[src/hw/rtl/lbs_pkg.sv]
// Shared types and constants of the letterbox nearest-neighbor scaler.
// Used by every module of the block but lbs_ram; depends on nothing.
package lbs_pkg;

  // Source frame geometry.
  localparam int unsigned SRC_WIDTH   = 320;
  localparam int unsigned SRC_HEIGHT  = 180;
  localparam int unsigned FRAME_WORDS = SRC_WIDTH * SRC_HEIGHT;
  localparam int unsigned ADDR_W      = $clog2(FRAME_WORDS);
  localparam int unsigned X_W         = $clog2(SRC_WIDTH);
  localparam int unsigned Y_W         = $clog2(SRC_HEIGHT);
  localparam int unsigned Q_W         = (X_W > Y_W) ? X_W : Y_W;

  // Field widths.
  localparam int unsigned DIM_W   = 13;
  localparam int unsigned COORD_W = 12;
  localparam int unsigned LX_W    = 9;
  localparam int unsigned LY_W    = 8;
  localparam int unsigned COL_W   = 32;

  // Remainder width of the quotient pipeline: offset times source size.
  localparam int unsigned DIV_W = COORD_W + Q_W;

  // Viewport size by nine: n * DIV9_MUL >> DIV9_SHIFT is exact for n below 2^17.
  localparam int unsigned GEO_N_W    = DIM_W + 4;
  localparam int unsigned GEO_P_W    = 2 * GEO_N_W;
  localparam logic [GEO_N_W-1:0] DIV9_MUL = GEO_N_W'(116509);
  localparam int unsigned DIV9_SHIFT = 20;

  localparam logic [COL_W-1:0] BAR_COLOR = 32'hFF05070A;

  // Configuration registers.
  localparam int unsigned CFG_IDX_W = 2;
  localparam logic [CFG_IDX_W-1:0] CFG_OUT_WIDTH  = 2'd0;
  localparam logic [CFG_IDX_W-1:0] CFG_OUT_HEIGHT = 2'd1;
  localparam logic [DIM_W-1:0] OUT_WIDTH_RST  = 13'd1920;
  localparam logic [DIM_W-1:0] OUT_HEIGHT_RST = 13'd1080;

  // Queue between front and back.
  localparam int unsigned FIFO_PTR_W = 2;
  localparam int unsigned FIFO_DEPTH = 1 << FIFO_PTR_W;

  typedef struct packed {
    logic               req_type;
    logic [LX_W-1:0]    load_x;
    logic [LY_W-1:0]    load_y;
    logic [COL_W-1:0]   load_color;
    logic [COORD_W-1:0] out_x;
    logic [COORD_W-1:0] out_y;
  } in_item_t;

  typedef struct packed {
    logic [COL_W-1:0] pixel_color;
    logic             in_viewport;
  } out_item_t;

  // One queued operation: a frame write or a frame read for a request.
  typedef struct packed {
    logic              is_load;
    logic              we;
    logic              in_vp;
    logic [ADDR_W-1:0] addr;
    logic [COL_W-1:0]  color;
  } q_entry_t;

endpackage

[src/hw/rtl/lbs_fifo.sv]
// Short queue of frame operations between the front and the back part.
// Depends on lbs_pkg for the entry type and depth.
module lbs_fifo import lbs_pkg::*; (
  input  logic     clk_i,
  input  logic     rst_ni,
  input  logic     push_i,
  input  q_entry_t push_entry_i,
  output logic     full_o,
  input  logic     pop_i,
  output logic     head_valid_o,
  output q_entry_t head_o
);

  q_entry_t              mem_q [FIFO_DEPTH];
  logic [FIFO_PTR_W-1:0] wr_q, wr_d, rd_q, rd_d;
  logic [FIFO_PTR_W:0]   cnt_q, cnt_d;

  assign full_o       = (cnt_q == (FIFO_PTR_W+1)'(FIFO_DEPTH));
  assign head_valid_o = (cnt_q != '0);
  assign head_o       = mem_q[rd_q];

  always_comb begin
    wr_d  = push_i ? wr_q + 1'b1 : wr_q;
    rd_d  = pop_i ? rd_q + 1'b1 : rd_q;
    cnt_d = cnt_q;
    if (push_i && !pop_i) begin
      cnt_d = cnt_q + 1'b1;
    end else if (pop_i && !push_i) begin
      cnt_d = cnt_q - 1'b1;
    end
  end

  always_ff @(posedge clk_i or negedge rst_ni) begin
    if (!rst_ni) begin
      wr_q  <= '0;
      rd_q  <= '0;
      cnt_q <= '0;
    end else begin
      wr_q  <= wr_d;
      rd_q  <= rd_d;
      cnt_q <= cnt_d;
    end
  end

  always_ff @(posedge clk_i) begin
    if (push_i) begin
      mem_q[wr_q] <= push_entry_i;
    end
  end

endmodule

[config.mk]
export PLATFORM = sky130hd
export DESIGN_NAME = lbs_fifo
export DESIGN_NICKNAME = d
export VERILOG_FILES = /design/src/hw/rtl/lbs_pkg.sv /design/src/hw/rtl/lbs_fifo.sv
export SDC_FILE = /design/constraint.sdc
export NUM_CORES = 1
export LEC_CHECK = 0
export CAP_MARGIN = 20
export CORE_MARGIN = 3
export CORE_UTILIZATION = 45
export CTS_CLUSTER_SIZE = 28
export DETAILED_ROUTE_END_ITERATION = 12
export DONT_BUFFER_PORTS = 1
export SETUP_SLACK_MARGIN = 0.4
export SYNTH_ARGS = -nofsm -noshare
export SYNTH_HDL_FRONTEND = slang
export SYNTH_SLANG_ARGS = --single-unit
[constraint.sdc]
create_clock -name clk_i -period 3.3 [get_ports clk_i]
set_input_delay 0.33 -clock clk_i [delete_from_list [all_inputs] [get_ports clk_i]]
set_output_delay 0.33 -clock clk_i [all_outputs]
set_load 0.02 [all_outputs]
After elaboration in Yosys (flattened, before gate mapping)
Memory sizes are Yosys's and may differ from the RTL's.
Index checks and enable logic that the tools add are counted.
W data, S select, Z words.
Operators by class
  eq/ne operators: 1
  add/sub/neg operators: 4
  mux-type cells: 4
  reduce and logical (&&, ||, !) cells: 6
Operators with widths (count)
  $mux W3: 2
  $add A2 B1 Y2 const B: 2
  $add A3 B1 Y3 const B: 1
  $eq A3 B3 Y1 const B: 1
  $reduce_bool A3 Y1: 1
  $sub A3 B1 Y3 const B: 1
  $logic_and A1 B1 Y1: 2
  $logic_not A1 Y1: 2
  $mux W1: 2
  $reduce_bool A2 Y1: 1
Word-level totals
  RAM bits: 204
  logic and storage cells: 19
  register bits: 7
  memories: 1
  output and inout port bits: 53
  bits of input ports: 55
Memories
  mem_q: depth 4, bits a word 51, read ports 1, clocked after Yosys merged registers in 0, wr ports 1, RTL line lbs_fifo.sv:14  | q_entry_t mem_q [FIFO_DEPTH];

Longest topological paths before layout
  depth in word-level cells: 4
  depth in mapped cells: 7
  gate-level depth less buffers: 7

Worst setup path before layout
OpenSTA, ideal clock, no wires.
  kind: reg-to-reg
  from: register wr_q[0]
  to: memory mem_q[2][0] in the netlist's numbering, enable pin
  arrival: 1.830 ns
  setup slack: 1.056 ns
  path buffers: 0
  clock period less this slack: 2.244 ns
  setup time: 0.414 ns
  cell stages (with the launch flop): 4
  path through: dfrtp_1 inv_1 ha_1 and2_1
RTL lines
  start: declaration: RTL line lbs_fifo.sv:15  | logic [FIFO_PTR_W-1:0] wr_q, wr_d, rd_q, rd_d;
  start signal: assignment: RTL line lbs_fifo.sv:39  | wr_q <= wr_d;
  end: declaration: RTL line lbs_fifo.sv:14
No word-level cell before the write port.

==> impl_metrics.prom <==
# TYPE chip_impl_metric gauge
chip_impl_metric{name="pwr-share-clk",unit=""} 0.280
chip_impl_info{name="most_common_library_cell_in_the_layout_ignoring_fill_and_taps",value="sky130_fd_sc_hd__edfxtp_1"} 1
chip_impl_metric{name="finClkSkew",unit="ps"} 8.49
chip_impl_metric{name="portion_of_total_power_attributed_to_sequential_cells",unit=""} 0.458
chip_impl_metric{name="synth_area_per_cell",unit="sq um"} 26.0
chip_impl_metric{name="antenna_found_initial",unit=""} 0
chip_impl_metric{name="core_region_area",unit="sq um"} 16800
chip_impl_metric{name="net-switching-power",unit="W"} 0.00249
chip_impl_metric{name="drt_iter0_markers",unit=""} 144
chip_impl_metric{name="post_synth_instance_area",unit="sq um"} 7820
chip_impl_metric{name="ys_seq_area_frac",unit=""} 0.806
chip_impl_metric{name="cts_inserted_buffers",unit=""} 22
chip_impl_metric{name="port_buffers",unit=""} 0
chip_impl_metric{name="initial_utilization",unit=""} 0.465
chip_impl_metric{name="timing.critical_path.fanout_max",unit=""} 36
chip_impl_metric{name="worst-slew-pin-transition",unit="ps"} 886
chip_impl_info{name="worst_setup_path_end_kind",value="output port"} 1
chip_impl_metric{name="clockBufferDepth",unit=""} 3
chip_impl_metric{name="final_core_utilization",unit=""} 0.553
chip_impl_metric{name="timing.max_slew.rel_slack",unit=""} 0.409
chip_impl_metric{name="cts_repair_resize_count",unit=""} 0
chip_impl_metric{name="synth.lib_cells_used.distinct",unit=""} 20
chip_impl_metric{name="timing.max_cap.violations",unit=""} 0
chip_impl_metric{name="num_antenna_cells",unit=""} 0
chip_impl_metric{name="comb_power_share",unit=""} 0.263
chip_impl_metric{name="report.final.slew_viol_count",unit=""} 0
chip_impl_metric{name="syn-instance-count",unit=""} 301
chip_impl_metric{name="worst_ep_required_time",unit="ps"} 2970
chip_impl_metric{name="detailed_place_hpwl",unit="microns"} 7490
chip_impl_metric{name="h-tree-depth",unit=""} 1
chip_impl_metric{name="floorplan.die_area",unit="sq um"} 19000
chip_impl_metric{name="area_growth_syn_to_layout",unit="%"} 19.1
chip_impl_metric{name="ys_ff_latch",unit=""} 211
chip_impl_metric{name="track_usage",unit=""} 0.143
chip_impl_metric{name="final.fill_count",unit=""} 1312
chip_impl_metric{name="switching_share",unit=""} 0.300
chip_impl_metric{name="drt.antenna.violating_nets",unit=""} 0
chip_impl_metric{name="post-cts-setup-buffer-count",unit=""} 0
chip_impl_metric{name="vias",unit=""} 3252
chip_impl_metric{name="avgRoutedWirePerCell",unit="microns"} 21.6
chip_impl_metric{name="cts_sinks",unit=""} 211
chip_impl_metric{name="clock_insertion_delay_worst_skew",unit="ps"} 480
chip_impl_metric{name="maximum_number_of_pins_on_one_net_before_global_route_repair",unit=""} 42
chip_impl_metric{name="vdd_ir_drop_max",unit="mV"} 0.446
chip_impl_metric{name="p_int",unit="W"} 0.00581
chip_impl_metric{name="synthesis.nets",unit=""} 362
chip_impl_info{name="ctsRootBufferMaster",value="sky130_fd_sc_hd__clkbuf_16"} 1
chip_impl_metric{name="fin_nets",unit=""} 435
chip_impl_metric{name="cts.hold.buffers_added",unit=""} 54
chip_impl_metric{name="post-route-drc-count",unit=""} 0
chip_impl_metric{name="cts.clk_slew.worst_paths",unit="ps"} 60
chip_impl_metric{name="leakagePower",unit="nW"} 3.02
chip_impl_metric{name="die_height",unit="microns"} 138
chip_impl_metric{name="finalSetupViolations",unit=""} 0
chip_impl_info{name="layout.cells.most_common_list",value="sky130_fd_sc_hd__edfxtp_1 (204), sky130_fd_sc_hd__dlygate4sd3_1 (54), sky130_fd_sc_hd__mux4_2 (48), sky130_fd_sc_hd__clkbuf_16 (23), sky130_fd_sc_hd__clkbuf_1 (9)"} 1
chip_impl_metric{name="cp.arrival",unit="ps"} 2310
chip_impl_metric{name="grt_pass1_vias",unit=""} 3528
chip_impl_metric{name="hold_violations",unit=""} 0
chip_impl_metric{name="core.rowCount",unit=""} 47
chip_impl_metric{name="routed_via_density",unit=""} 5.34
chip_impl_metric{name="power.density_cell_area",unit="nW/um^2"} 891
chip_impl_info{name="tritoncts",value="built"} 1
chip_impl_metric{name="place_congestion",unit=""} 0.665
chip_impl_metric{name="i_o_pin_count",unit=""} 108
chip_impl_info{name="timing.critical_path.from_type",value="register"} 1
chip_impl_metric{name="clock.fmax",unit="GHz"} 0.378
chip_impl_metric{name="period_share",unit=""} 0.801
chip_impl_info{name="hold_class",value="input pin to register"} 1
chip_impl_metric{name="grt_first_pass_wirelength",unit="microns"} 20100
chip_impl_info{name="outcome",value="finished clean"} 1
chip_impl_metric{name="post-layout-total-power",unit="W"} 0.00830
chip_impl_metric{name="routed_wl",unit="microns"} 13200
chip_impl_metric{name="setup-tns-final",unit="ps"} 0
chip_impl_metric{name="dr.pass1.iters",unit=""} 4
chip_impl_metric{name="die-width",unit="microns"} 138
chip_impl_info{name="rsz0062_at_grt",value="false"} 1
chip_impl_metric{name="grt_overflow_total",unit=""} 0
chip_impl_metric{name="post-route-min-period",unit="ps"} 2640
chip_impl_metric{name="count_of_yosys_warnings_during_synthesis",unit=""} 0
chip_impl_metric{name="drive_gt1_frac",unit=""} 0.229
chip_impl_info{name="path_class",value="register to output port"} 1
-- critical path: stages, from the launching register on --
cell	delay, ps
sky130_fd_sc_hd__dfrtp_4	910
sky130_fd_sc_hd__buf_12	280
sky130_fd_sc_hd__mux4_2	610
-- power by group through the flow --
| stage | sequential [W] | combinational [W] | clock (W) |
|---|---|---|---|
| after global placement | 0.00385 | 0.00217 | 0 |
| after global routing | 0.00387 | 0.00234 | 0.00251 |
| final | 0.00380 | 0.00218 | 0.00232 |
| after detailed placement | 0.00388 | 0.00218 | 0 |
| after floorplan | 0.00367 | 0.00199 | 0 |
| after CTS | 0.00382 | 0.00226 | 0.00240 |
-- registers in the layout, indices dropped and copies added, names as in the netlist --
name and flops:
rd_q 2, wr_q 2, cnt_q 3, mem_q 204
-- final timing paths --
path | from | end | slack [ps] | cells past startpoint
setup / recovery | rd_q[0] | head_o[27] | 660 | 2
hold / removal | push_i | cnt_q[0] | 130 | 2
setup reg to reg | wr_q[0] | mem_q[0][38] | 1340 | 4
hold reg to reg | cnt_q[2] | cnt_q[2] | 500 | 1
max in group asynchronous | rst_ni | rd_q[0] | 2820 | 1
min in group asynchronous | rst_ni | cnt_q[1] | 190 | 1
-- metrics by stage --
stage / hold WS [ps] / setup slack, ps / cells / area [sq um]
2_1_floorplan: 34.4 / 1060 / 301 / 7820
3_3_place_gp: 34.7 / 1090 / 516 / 8080
3_5_place_dp: 34.7 / 1080 / 516 / 8080
4_1_cts: 115 / 554 / 609 / 9310
5_1_grt: 150 / 468 / 609 / 9310
6_report: 134 / 655 / 609 / 9310
-- Yosys cell counts (all sizes together) --
cell	count	area [sq um]
dfrtp	7	175
ha	5	62.6
or3	1	6.26
o21ai	1	5.00
nor3b	1	7.51
inv	4	15.0
fa	1	20.0
nor2	1	3.75
and2	4	25.0
buf	11	136
edfxtp	204	6130
mux2	1	11.3
xor2	4	35.0
nand2	2	7.51
mux4	51	1160
clkbuf	1	3.75
xnor2	2	17.5
-- routing by layer --
| layer | up-vias | GRT usage | wire (microns) |
|---|---|---|---|
| li1 | 1430 | - | - |
| met1 | 1714 | 0.177 | 5120 |
| met2 | 83 | 0.245 | 6930 |
| met3 | 25 | 0.0398 | 853 |
| met4 | 0 | 0.0461 | 275 |
| met5 | - | 0 | 0 |
-- cell families (layout without fill, tap and decap cells) --
group | after synthesis | in the layout | share of synthesized area
AO/OA/AOI/OAI | 1 | 1 | 0.000640
multiplexers | 52 | 52 | 0.150
AND/OR/NAND/NOR | 9 | 9 | 0.00640
flip-flops | 211 | 211 | 0.806
XOR/XNOR | 6 | 6 | 0.00672
buffers and inverters | 16 | 104 | 0.0198
adder cells (fa/ha/maj) | 6 | 6 | 0.0106
-- final cells by class --
| class | count | area (sq um) | share of cell area |
|---|---|---|---|
| tap | 220 | 275 | 0.0296 |
| inverter | 4 | 15.0 | 0.00161 |
| sequential | 211 | 6310 | 0.677 |
| clock buffer | 32 | 609 | 0.0655 |
| timing repair buffer | 61 | 656 | 0.0704 |
| multi-input combinational | 74 | 1370 | 0.147 |
| clock inverter | 7 | 81.3 | 0.00874 |
(Power assumes the default switching activity.)
