--- src/hw/rtl/lbs_pkg.sv ---
// Shared types and constants of the letterbox nearest-neighbor scaler.
// Used by every module of the block but lbs_ram; depends on nothing.
package lbs_pkg;

  // Source frame geometry.
  localparam int unsigned SRC_WIDTH   = 320;
  localparam int unsigned SRC_HEIGHT  = 180;
  localparam int unsigned FRAME_WORDS = SRC_WIDTH * SRC_HEIGHT;
  localparam int unsigned ADDR_W      = $clog2(FRAME_WORDS);
  localparam int unsigned X_W         = $clog2(SRC_WIDTH);
  localparam int unsigned Y_W         = $clog2(SRC_HEIGHT);
  localparam int unsigned Q_W         = (X_W > Y_W) ? X_W : Y_W;

  // Field widths.
  localparam int unsigned DIM_W   = 13;
  localparam int unsigned COORD_W = 12;
  localparam int unsigned LX_W    = 9;
  localparam int unsigned LY_W    = 8;
  localparam int unsigned COL_W   = 32;

  // Remainder width of the quotient pipeline: offset times source size.
  localparam int unsigned DIV_W = COORD_W + Q_W;

  // Viewport size by nine: n * DIV9_MUL >> DIV9_SHIFT is exact for n below 2^17.
  localparam int unsigned GEO_N_W    = DIM_W + 4;
  localparam int unsigned GEO_P_W    = 2 * GEO_N_W;
  localparam logic [GEO_N_W-1:0] DIV9_MUL = GEO_N_W'(116509);
  localparam int unsigned DIV9_SHIFT = 20;

  localparam logic [COL_W-1:0] BAR_COLOR = 32'hFF05070A;

  // Configuration registers.
  localparam int unsigned CFG_IDX_W = 2;
  localparam logic [CFG_IDX_W-1:0] CFG_OUT_WIDTH  = 2'd0;
  localparam logic [CFG_IDX_W-1:0] CFG_OUT_HEIGHT = 2'd1;
  localparam logic [DIM_W-1:0] OUT_WIDTH_RST  = 13'd1920;
  localparam logic [DIM_W-1:0] OUT_HEIGHT_RST = 13'd1080;

  // Queue between front and back.
  localparam int unsigned FIFO_PTR_W = 2;
  localparam int unsigned FIFO_DEPTH = 1 << FIFO_PTR_W;

  typedef struct packed {
    logic               req_type;
    logic [LX_W-1:0]    load_x;
    logic [LY_W-1:0]    load_y;
    logic [COL_W-1:0]   load_color;
    logic [COORD_W-1:0] out_x;
    logic [COORD_W-1:0] out_y;
  } in_item_t;

  typedef struct packed {
    logic [COL_W-1:0] pixel_color;
    logic             in_viewport;
  } out_item_t;

  // One queued operation: a frame write or a frame read for a request.
  typedef struct packed {
    logic              is_load;
    logic              we;
    logic              in_vp;
    logic [ADDR_W-1:0] addr;
    logic [COL_W-1:0]  color;
  } q_entry_t;

endpackage

--- src/hw/rtl/lbs_front.sv ---
// Front part: configuration registers, viewport geometry, item classification,
// quotient pipeline for the source coordinates and frame address generation.
// Depends on lbs_pkg.
module lbs_front import lbs_pkg::*; (
  input  logic                 clk_i,
  input  logic                 rst_ni,
  input  logic                 cfg_we_i,
  input  logic [CFG_IDX_W-1:0] cfg_idx_i,
  input  logic [DIM_W-1:0]     cfg_wdata_i,
  input  logic                 in_valid_i,
  output logic                 in_ready_o,
  input  in_item_t             in_item_i,
  output logic                 push_o,
  output q_entry_t             push_entry_o,
  input  logic                 full_i
);

  typedef struct packed {
    logic               req;
    logic               load_ok;
    logic               in_vp;
    logic [LX_W-1:0]    lx;
    logic [LY_W-1:0]    ly;
    logic [COL_W-1:0]   color;
    logic [COORD_W-1:0] dx;
    logic [COORD_W-1:0] dy;
    logic [DIM_W-1:0]   vw;
    logic [DIM_W-1:0]   vh;
  } cls_t;

  typedef struct packed {
    logic             req;
    logic             load_ok;
    logic             in_vp;
    logic [LX_W-1:0]  lx;
    logic [LY_W-1:0]  ly;
    logic [COL_W-1:0] color;
    logic [DIV_W-1:0] rx;
    logic [DIV_W-1:0] ry;
    logic [Q_W-1:0]   qx;
    logic [Q_W-1:0]   qy;
    logic [DIM_W-1:0] vw;
    logic [DIM_W-1:0] vh;
  } div_t;

  // One restoring step: resolves quotient bit b of both coordinates.
  function automatic div_t div_step(input div_t s, input int unsigned b);
    div_t             r;
    logic [DIV_W-1:0] dvx;
    logic [DIV_W-1:0] dvy;
    r   = s;
    dvx = DIV_W'(s.vw) << b;
    dvy = DIV_W'(s.vh) << b;
    if (s.rx >= dvx) begin
      r.rx    = s.rx - dvx;
      r.qx[b] = 1'b1;
    end
    if (s.ry >= dvy) begin
      r.ry    = s.ry - dvy;
      r.qy[b] = 1'b1;
    end
    return r;
  endfunction

  // ---------------------------------------------------------------------------
  // Configuration registers
  logic [DIM_W-1:0] w_q, w_d, h_q, h_d;

  always_comb begin
    w_d = w_q;
    h_d = h_q;
    if (cfg_we_i) begin
      unique case (cfg_idx_i)
        CFG_OUT_WIDTH:  w_d = cfg_wdata_i;
        CFG_OUT_HEIGHT: h_d = cfg_wdata_i;
        default: ;
      endcase
    end
  end

  always_ff @(posedge clk_i or negedge rst_ni) begin
    if (!rst_ni) begin
      w_q <= OUT_WIDTH_RST;
      h_q <= OUT_HEIGHT_RST;
    end else begin
      w_q <= w_d;
      h_q <= h_d;
    end
  end

  // ---------------------------------------------------------------------------
  // Geometry pipeline, run every cycle. The user must change registers only
  // with no item in flight, unenforced; stage k settles before items reach it.
  logic                 pil1_q, pil1_d, pil2_q;
  logic [GEO_N_W-1:0]   n1_q, n1_d, w9, h16;
  logic [DIM_W-1:0]     w1_q, h1_q, w2_q, h2_q;
  logic [GEO_P_W-1:0]   prod;
  logic [DIM_W-1:0]     vq2_q, vq2_d;
  logic [DIM_W-1:0]     diff_w, diff_h;
  logic [DIM_W-1:0]     vw3_q, vw3_d, vh3_q, vh3_d;
  logic [COORD_W-1:0]   vx3_q, vx3_d, vy3_q, vy3_d;

  always_comb begin
    w9     = {1'b0, w_q, 3'b000} + GEO_N_W'(w_q);
    h16    = {h_q, 4'b0000};
    pil1_d = (w9 > h16);
    n1_d   = pil1_d ? h16 : w9;

    prod  = GEO_P_W'(n1_q) * GEO_P_W'(DIV9_MUL);
    vq2_d = pil1_q ? prod[DIV9_SHIFT +: DIM_W] : n1_q[GEO_N_W-1:4];

    diff_w = w2_q - vq2_q;
    diff_h = h2_q - vq2_q;
    if (pil2_q) begin
      vw3_d = vq2_q;
      vh3_d = h2_q;
      vx3_d = diff_w[DIM_W-1:1];
      vy3_d = '0;
    end else begin
      vw3_d = w2_q;
      vh3_d = vq2_q;
      vx3_d = '0;
      vy3_d = diff_h[DIM_W-1:1];
    end
    // Sizes are raised to one after the offsets are taken.
    if (vw3_d == '0) begin
      vw3_d = DIM_W'(1);
    end
    if (vh3_d == '0) begin
      vh3_d = DIM_W'(1);
    end
  end

  always_ff @(posedge clk_i) begin
    pil1_q <= pil1_d;
    n1_q   <= n1_d;
    w1_q   <= w_q;
    h1_q   <= h_q;
    pil2_q <= pil1_q;
    vq2_q  <= vq2_d;
    w2_q   <= w1_q;
    h2_q   <= h1_q;
    vw3_q  <= vw3_d;
    vh3_q  <= vh3_d;
    vx3_q  <= vx3_d;
    vy3_q  <= vy3_d;
  end

  // ---------------------------------------------------------------------------
  // Item pipeline; all stages move together unless va_q meets a full queue.
  logic     en;
  logic     v1_q, v2_q, v3_q, vc_q, va_q;
  logic     dv_q [Q_W+1];
  in_item_t p1_q, p2_q, p3_q;
  cls_t     c_q, c_d;
  div_t     d_q [Q_W+1];
  div_t     d_d [Q_W+1];
  q_entry_t a_q, a_d;

  assign en         = !(va_q && full_i);
  assign in_ready_o = en;

  always_comb begin
    c_d.req     = p3_q.req_type;
    c_d.load_ok = (32'(p3_q.load_x) < SRC_WIDTH) && (32'(p3_q.load_y) < SRC_HEIGHT);
    c_d.lx      = p3_q.load_x;
    c_d.ly      = p3_q.load_y;
    c_d.color   = p3_q.load_color;
    c_d.dx      = p3_q.out_x - vx3_q;
    c_d.dy      = p3_q.out_y - vy3_q;
    c_d.in_vp   = (p3_q.out_x >= vx3_q) && (DIM_W'(c_d.dx) < vw3_q) &&
                  (p3_q.out_y >= vy3_q) && (DIM_W'(c_d.dy) < vh3_q);
    c_d.vw      = vw3_q;
    c_d.vh      = vh3_q;

    d_d[0].req     = c_q.req;
    d_d[0].load_ok = c_q.load_ok;
    d_d[0].in_vp   = c_q.in_vp;
    d_d[0].lx      = c_q.lx;
    d_d[0].ly      = c_q.ly;
    d_d[0].color   = c_q.color;
    d_d[0].rx      = DIV_W'(c_q.dx) * DIV_W'(SRC_WIDTH);
    d_d[0].ry      = DIV_W'(c_q.dy) * DIV_W'(SRC_HEIGHT);
    d_d[0].qx      = '0;
    d_d[0].qy      = '0;
    d_d[0].vw      = c_q.vw;
    d_d[0].vh      = c_q.vh;

    for (int unsigned k = 0; k < Q_W; k++) begin
      d_d[k+1] = div_step(d_q[k], Q_W - 1 - k);
    end

    a_d.is_load = !d_q[Q_W].req;
    a_d.we      = d_q[Q_W].load_ok;
    a_d.in_vp   = d_q[Q_W].in_vp;
    a_d.color   = d_q[Q_W].color;
    if (d_q[Q_W].req) begin
      a_d.addr = ADDR_W'(d_q[Q_W].qy[Y_W-1:0]) * ADDR_W'(SRC_WIDTH) +
                 ADDR_W'(d_q[Q_W].qx[X_W-1:0]);
    end else begin
      a_d.addr = ADDR_W'(d_q[Q_W].ly) * ADDR_W'(SRC_WIDTH) + ADDR_W'(d_q[Q_W].lx);
    end
  end

  always_ff @(posedge clk_i or negedge rst_ni) begin
    if (!rst_ni) begin
      v1_q <= 1'b0;
      v2_q <= 1'b0;
      v3_q <= 1'b0;
      vc_q <= 1'b0;
      va_q <= 1'b0;
      for (int unsigned k = 0; k <= Q_W; k++) begin
        dv_q[k] <= 1'b0;
      end
    end else if (en) begin
      v1_q     <= in_valid_i;
      v2_q     <= v1_q;
      v3_q     <= v2_q;
      vc_q     <= v3_q;
      dv_q[0]  <= vc_q;
      for (int unsigned k = 0; k < Q_W; k++) begin
        dv_q[k+1] <= dv_q[k];
      end
      va_q     <= dv_q[Q_W];
    end
  end

  always_ff @(posedge clk_i) begin
    if (en) begin
      p1_q <= in_item_i;
      p2_q <= p1_q;
      p3_q <= p2_q;
      c_q  <= c_d;
      for (int unsigned k = 0; k <= Q_W; k++) begin
        d_q[k] <= d_d[k];
      end
      a_q  <= a_d;
    end
  end

  assign push_o       = va_q && !full_i;
  assign push_entry_o = a_q;

endmodule

--- config.mk ---
export PLATFORM = sky130hd
export DESIGN_NAME = lbs_front
export DESIGN_NICKNAME = d
export VERILOG_FILES = /design/src/hw/rtl/lbs_pkg.sv /design/src/hw/rtl/lbs_front.sv
export SDC_FILE = /design/constraint.sdc
export NUM_CORES = 2
export LEC_CHECK = 0
export BUFFER_PORTS_ARGS = -buffer_cell sky130_fd_sc_hd__buf_2
export CAP_MARGIN = 20
export CORE_ASPECT_RATIO = 0.5
export CORE_UTILIZATION = 35
export CTS_BUF_LIST = sky130_fd_sc_hd__clkbuf_8
export DETAILED_ROUTE_END_ITERATION = 10
export GPL_TIMING_DRIVEN = 0
export HOLD_SLACK_MARGIN = 0.1
export PLACE_DENSITY = 0.51
export SETUP_SLACK_MARGIN = 0.3
export SYNTH_ARGS = -nofsm -noshare
export SYNTH_HDL_FRONTEND = slang
export SYNTH_SLANG_ARGS = --single-unit
--- constraint.sdc ---
create_clock -name clk_i -period 112.6 [get_ports clk_i]
set_input_delay 5.63 -clock clk_i [delete_from_list [all_inputs] [get_ports clk_i]]
set_output_delay 5.63 -clock clk_i [all_outputs]
set_load 0.02 [all_outputs]
# Word level (Yosys, flattened, before mapping)
# Memories as Yosys holds them, arrays and structs flattened.
# Cells that the tools add are included.
# word_totals
ram_bits	1380
elab_cells	176
mem_count	1
ff_bits	550
inputBits	94
output_inout_bits	53
# memory_table
name	words	word_bits	rd	rd_clocked_by_memory_dff	wr	line_no	text
d_q	10	138	10	0	10	lbs_front.sv:156	div_t d_q [Q_W+1];
# classes
n_mul	5
n_lt_le_gt_ge	25
reduce_logical	14
n_mux	42
add_sub_neg	25
eq_ne	1
# ops
cell	count
two-way mux 21 bit	18
greater-or-equal comparator 21 x 13 -> 1 bit	2
greater-or-equal comparator 21 x 14 -> 1 bit	2
greater-or-equal comparator 21 x 15 -> 1 bit	2
greater-or-equal comparator 21 x 16 -> 1 bit	2
greater-or-equal comparator 21 x 17 -> 1 bit	2
greater-or-equal comparator 21 x 18 -> 1 bit	2
greater-or-equal comparator 21 x 19 -> 1 bit	2
greater-or-equal comparator 21 x 20 -> 1 bit	2
greater-or-equal comparator 21 bit	2
subtractor 21 x 13 -> 21 bit	2
subtractor 21 x 14 -> 21 bit	2
subtractor 21 x 15 -> 21 bit	2
subtractor 21 x 16 -> 21 bit	2
subtractor 21 x 17 -> 21 bit	2
subtractor 21 x 18 -> 21 bit	2
subtractor 21 x 19 -> 21 bit	2
subtractor 21 x 20 -> 21 bit	2
subtractor 21 bit	2
two-way mux 13 bit	3
multiplier 17 x 17 -> 33 bit, second input constant	1
adder 16 x 9 -> 16 bit	2
zero test 13 bit	2
< comparator 12 x 13 -> 1 bit	2
18 further kinds	48

# Depth between registers and ports, before layout
# depth
ltp_word	5
depth_mapped	21
ltp_nobuf	21

# Worst setup path after synthesis
# Ideal clock, no wire load.
# synth_timing
path_kind	input -> output
from	input port full_i
to	output port in_ready_o
path_stages	2
t_arrival_ps	47308
slack_ps	59662
required_ps	106970
path_cell_list	nand2_1 > clkbuf_1
# synth_between
elab_chain_cells	2
# synth_lines
element	line_no	text
start: declaration	lbs_front.sv:15	input logic full_i
logical AND 1 bit	lbs_front.sv:160	assign en = !(va_q && full_i);
zero test 1 bit	lbs_front.sv:160	
end: declaration	lbs_front.sv:11	output logic in_ready_o,
# Every way passes these cells.

# Final worst setup path
# Ends and elaborated chain as after synthesis.

==> impl_metrics.ini <==
[route]
detail_route.vias_per_cell = 4.64
detail_route.wirelength_um = 136000
routedWlPerCell_um = 15.5
detail_route.drc_violations = 0
route.vias.total = 40700
ant_nets = 0
initialDrtViolationCount = 2454
detailedRoute.firstPassIterationCount = 7

[worst_setup_path]
crit_fanout = 72
worst-endpoint-required_ns = 106.97
critical-path-top-cell-by-count = sky130_fd_sc_hd__buf_16
crit_path_cell_chain = buf_2 -> nand2_1 -> clkbuf_4 -> buf_16 -> buf_12 -> buf_16 -> buf_16 -> buf_16 -> buf_16 -> buf_2
timing.critical_path.to_type = output port
worst_path_largest_cell_delay_ns = 0.67
cp_data_arrival_time_ns = 9.05
crit_path_start_kind = primary input
cp.buffers_inverters = 9
setup_crit_path_kind = in -> out
cpLargestDelayFamily = buffers and inverters
crit_slowest_cell = sky130_fd_sc_hd__clkbuf_4

[global_routing]
grt_util_all_layers = 0.123
first_global_vias = 42600
antenna_found_initial = 8
grt_start_max_net_pins = 76
grt_first_pass_wirelength_um = 218000
globalRoute.totalOverflow = 0

[yosys]
synth_fp_nets = 6004
synth.top_cell.area_share = 0.608
yosys_warnings = 0
synth_enable_flop_cells = 1531
synthArstFlopShare = 0.0240
proportion_of_synthesized_chip_area_in_sequential_cells = 0.657
synthesis.area_per_instance_um2 = 14.4
yosys_register_bits = 1706
main_area_contributors_after_synthesis = sky130_fd_sc_hd__edfxtp_1 (61%), sky130_fd_sc_hd__ha_1 (8.8%), sky130_fd_sc_hd__dfxtp_1 (3.5%)
syn_area_um2 = 75700
netlist_instances = 5260
synth_flop_cell = sky130_fd_sc_hd__edfxtp_1
yosys.area.top_type = sky130_fd_sc_hd__edfxtp_1
post_synth_num_cell_types = 100

[die]
initial_cell_density_of_the_core = 0.353
die-height_um = 331
design.core.area_um2 = 214000
num_rows = 120
io-pin-count = 147
fp.dieW_um = 660
die_area_um2 = 218000

[sta]
final_hold_violating_endpoints = 0
slew_headroom = 0.459
fin_tns_setup_ns = 0
clock_skew_ns = 0.0616
final_critical_path_share_of_the_clock_period = 0.130
period_needed_ns = 14.68
setup_viol_count_final = 0
slew_viol_final = 0
unrepaired_setup_endpoints_after_global_routing = no
timing.fmax_mhz = 68.1
worst_slew_pin_slew_ns = 0.799

[placement]
post-dp-hpwl_um = 96400
placed_area_um2 = 80600
gp_congestion = 0.900
number_of_buffer_cells_added_on_primary_ports = 146

[clock_network]
cts_h_tree_lvls = 5
cts_inserted_buffers = 268
clockRootBuffer = sky130_fd_sc_hd__clkbuf_8
cts.clk_slew.worst_paths_ns = 0.07
postCtsResizedCells = 0
cts_sinks = 1706
cts_tree = built
clock_latency_ns = 0.90
cts_setup_buffers = 0
cts-root-to-sink-buffers = 4
post_cts_hold_buffer_count = 0

[final_layout]
drive_above_1_share = 0.119
layout.cell_area.non_filler_um2 = 85500
leading_cell_types_in_the_layout_fill_and_taps_excluded = sky130_fd_sc_hd__edfxtp_1 (1531), sky130_fd_sc_hd__inv_1 (666), sky130_fd_sc_hd__ha_1 (532)
design.final.nets = 6445
layout.filler_cells = 19800
area.growth.synth_to_final_pct = 12.9
mostFrequentLayoutCell = sky130_fd_sc_hd__edfxtp_1

[outcome]
status = finished clean

[run]
timing.max_cap.violations = 0

[worst_hold_path]
min_path_type = reg -> reg
[flip-flops by register name (all words and copies together) (netlist names), 10 cells and up]
register / cells
d_q: 1156
c_q: 102
p1_q: 74
p2_q: 74
push_entry_o: 51
c_d: 50
p3_q: 24
n1_q: 17
h1_q: 13
h2_q: 13
h_q: 13
vh3_q: 13
vq2_q: 13
vw3_q: 13
w1_q: 13
w2_q: 13
w_q: 13
vx3_q: 12
vy3_q: 12
dv_q: 10
[through the flow]
stage / worst slack [ns] / std cells / util / hold WS [ns]
2_1_floorplan: 59.66 / 5260 / - / 0.310
3_3_place_gp: 39.75 / 8273 / 0.373 / 0.317
3_5_place_dp: 97.89 / 8297 / 0.376 / 0.312
4_1_cts: 97.87 / 8756 / 0.398 / 0.321
5_1_grt: 97.66 / 8758 / 0.399 / 0.325
6_report: 97.92 / 8758 / 0.399 / 0.315
[layer usage]
metal | vias to the layer above | wire [µm] | track usage
met2 | 708 | 65000 | 0.209
met3 | 350 | 4840 | 0.0240
li1 | 20100 | - | -
met1 | 19500 | 61400 | 0.153
met4 | 0 | 4870 | 0.0524
met5 | - | 0 | 0
[Yosys cell counts, types with 12 or more instances]
master and number:
sky130_fd_sc_hd__a21oi_1 267, sky130_fd_sc_hd__mux2i_1 15, sky130_fd_sc_hd__or3_1 12, sky130_fd_sc_hd__edfxtp_1 1531, sky130_fd_sc_hd__clkbuf_1 36, sky130_fd_sc_hd__nor2b_1 71, sky130_fd_sc_hd__dfrtp_1 33, sky130_fd_sc_hd__a21boi_0 13
sky130_fd_sc_hd__inv_1 592, sky130_fd_sc_hd__nand4_1 40, sky130_fd_sc_hd__nor2_1 222, sky130_fd_sc_hd__a211oi_1 22, sky130_fd_sc_hd__dfxtp_1 134, sky130_fd_sc_hd__o21ai_0 231, sky130_fd_sc_hd__ha_1 532, sky130_fd_sc_hd__buf_2 12
sky130_fd_sc_hd__a21o_1 125, sky130_fd_sc_hd__a31oi_1 28, sky130_fd_sc_hd__o21bai_1 17, sky130_fd_sc_hd__xor2_1 124, sky130_fd_sc_hd__nand3_1 58, sky130_fd_sc_hd__xnor2_1 168, sky130_fd_sc_hd__o31ai_1 18, sky130_fd_sc_hd__nor4_1 32
sky130_fd_sc_hd__mux2_2 124, sky130_fd_sc_hd__nand2_1 234, sky130_fd_sc_hd__o21a_1 70, sky130_fd_sc_hd__and3_1 20, sky130_fd_sc_hd__nand2b_1 56, sky130_fd_sc_hd__o211ai_1 13, sky130_fd_sc_hd__nor3_1 62, sky130_fd_sc_hd__fa_1 118
sky130_fd_sc_hd__and2_1 16
[worst reg2reg max path, stage by stage (launching register included)]
cell and delay (ns):
sky130_fd_sc_hd__dfxtp_1 0.60, sky130_fd_sc_hd__fa_1 0.53, sky130_fd_sc_hd__ha_1 0.39, sky130_fd_sc_hd__inv_1 0.08
sky130_fd_sc_hd__fa_1 0.57, sky130_fd_sc_hd__inv_1 0.08, sky130_fd_sc_hd__fa_1 0.55, sky130_fd_sc_hd__fa_1 0.57
sky130_fd_sc_hd__inv_1 0.06, sky130_fd_sc_hd__fa_1 0.53, sky130_fd_sc_hd__inv_1 0.04, sky130_fd_sc_hd__ha_1 0.31
sky130_fd_sc_hd__a21o_1 0.16, sky130_fd_sc_hd__a21o_1 0.17, sky130_fd_sc_hd__a221o_1 0.36, sky130_fd_sc_hd__a221oi_2 0.51
sky130_fd_sc_hd__o21ai_2 0.21, sky130_fd_sc_hd__a31oi_1 0.23, sky130_fd_sc_hd__xnor2_1 0.08, sky130_fd_sc_hd__mux2_2 0.27
[final timing paths]
check / cells past startpoint / slack [ns] / endpoint / startpoint
max reg2reg: 19 / 106.18 / vq2_q[4] / n1_q[8]
min: 0 / 0.32 / h2_q[0] / h1_q[0]
min reg2reg: 0 / 0.32 / h2_q[0] / h1_q[0]
max in group asynchronous: 2 / 107.44 / w_q[10] / rst_ni
min in group asynchronous: 1 / 4.63 / h_q[2] / rst_ni
max: 10 / 97.92 / in_ready_o / full_i
[cell type report]
class	count	area, µm²	share of cell area
sequential	1706	49700	0.581
multi-input combinational	2902	23500	0.275
clock buffer	286	3940	0.0461
tap	2867	3590	0.0420
inverter	594	2230	0.0261
timing repair buffer	171	1400	0.0164
clock inverter	173	853	0.00998
buffer	58	259	0.00303
antenna	1	2.50	0.0000293
[cells by family after synthesis]
kind of cell               after synthesis  share of synthesized area
DFF                                   1706                      0.657
AOI/OAI and AO/OA                      918                     0.0770
and+or+nand+nor                        901                     0.0598
buffers and inverters                  652                     0.0328
adders and majority gates              650                      0.119
xor gates and xnor gates               292                     0.0338
muxes                                  141                     0.0207
Power is not shown: default switching activity piles up to over one toggle a cycle in this logic, so the estimate is an artifact.
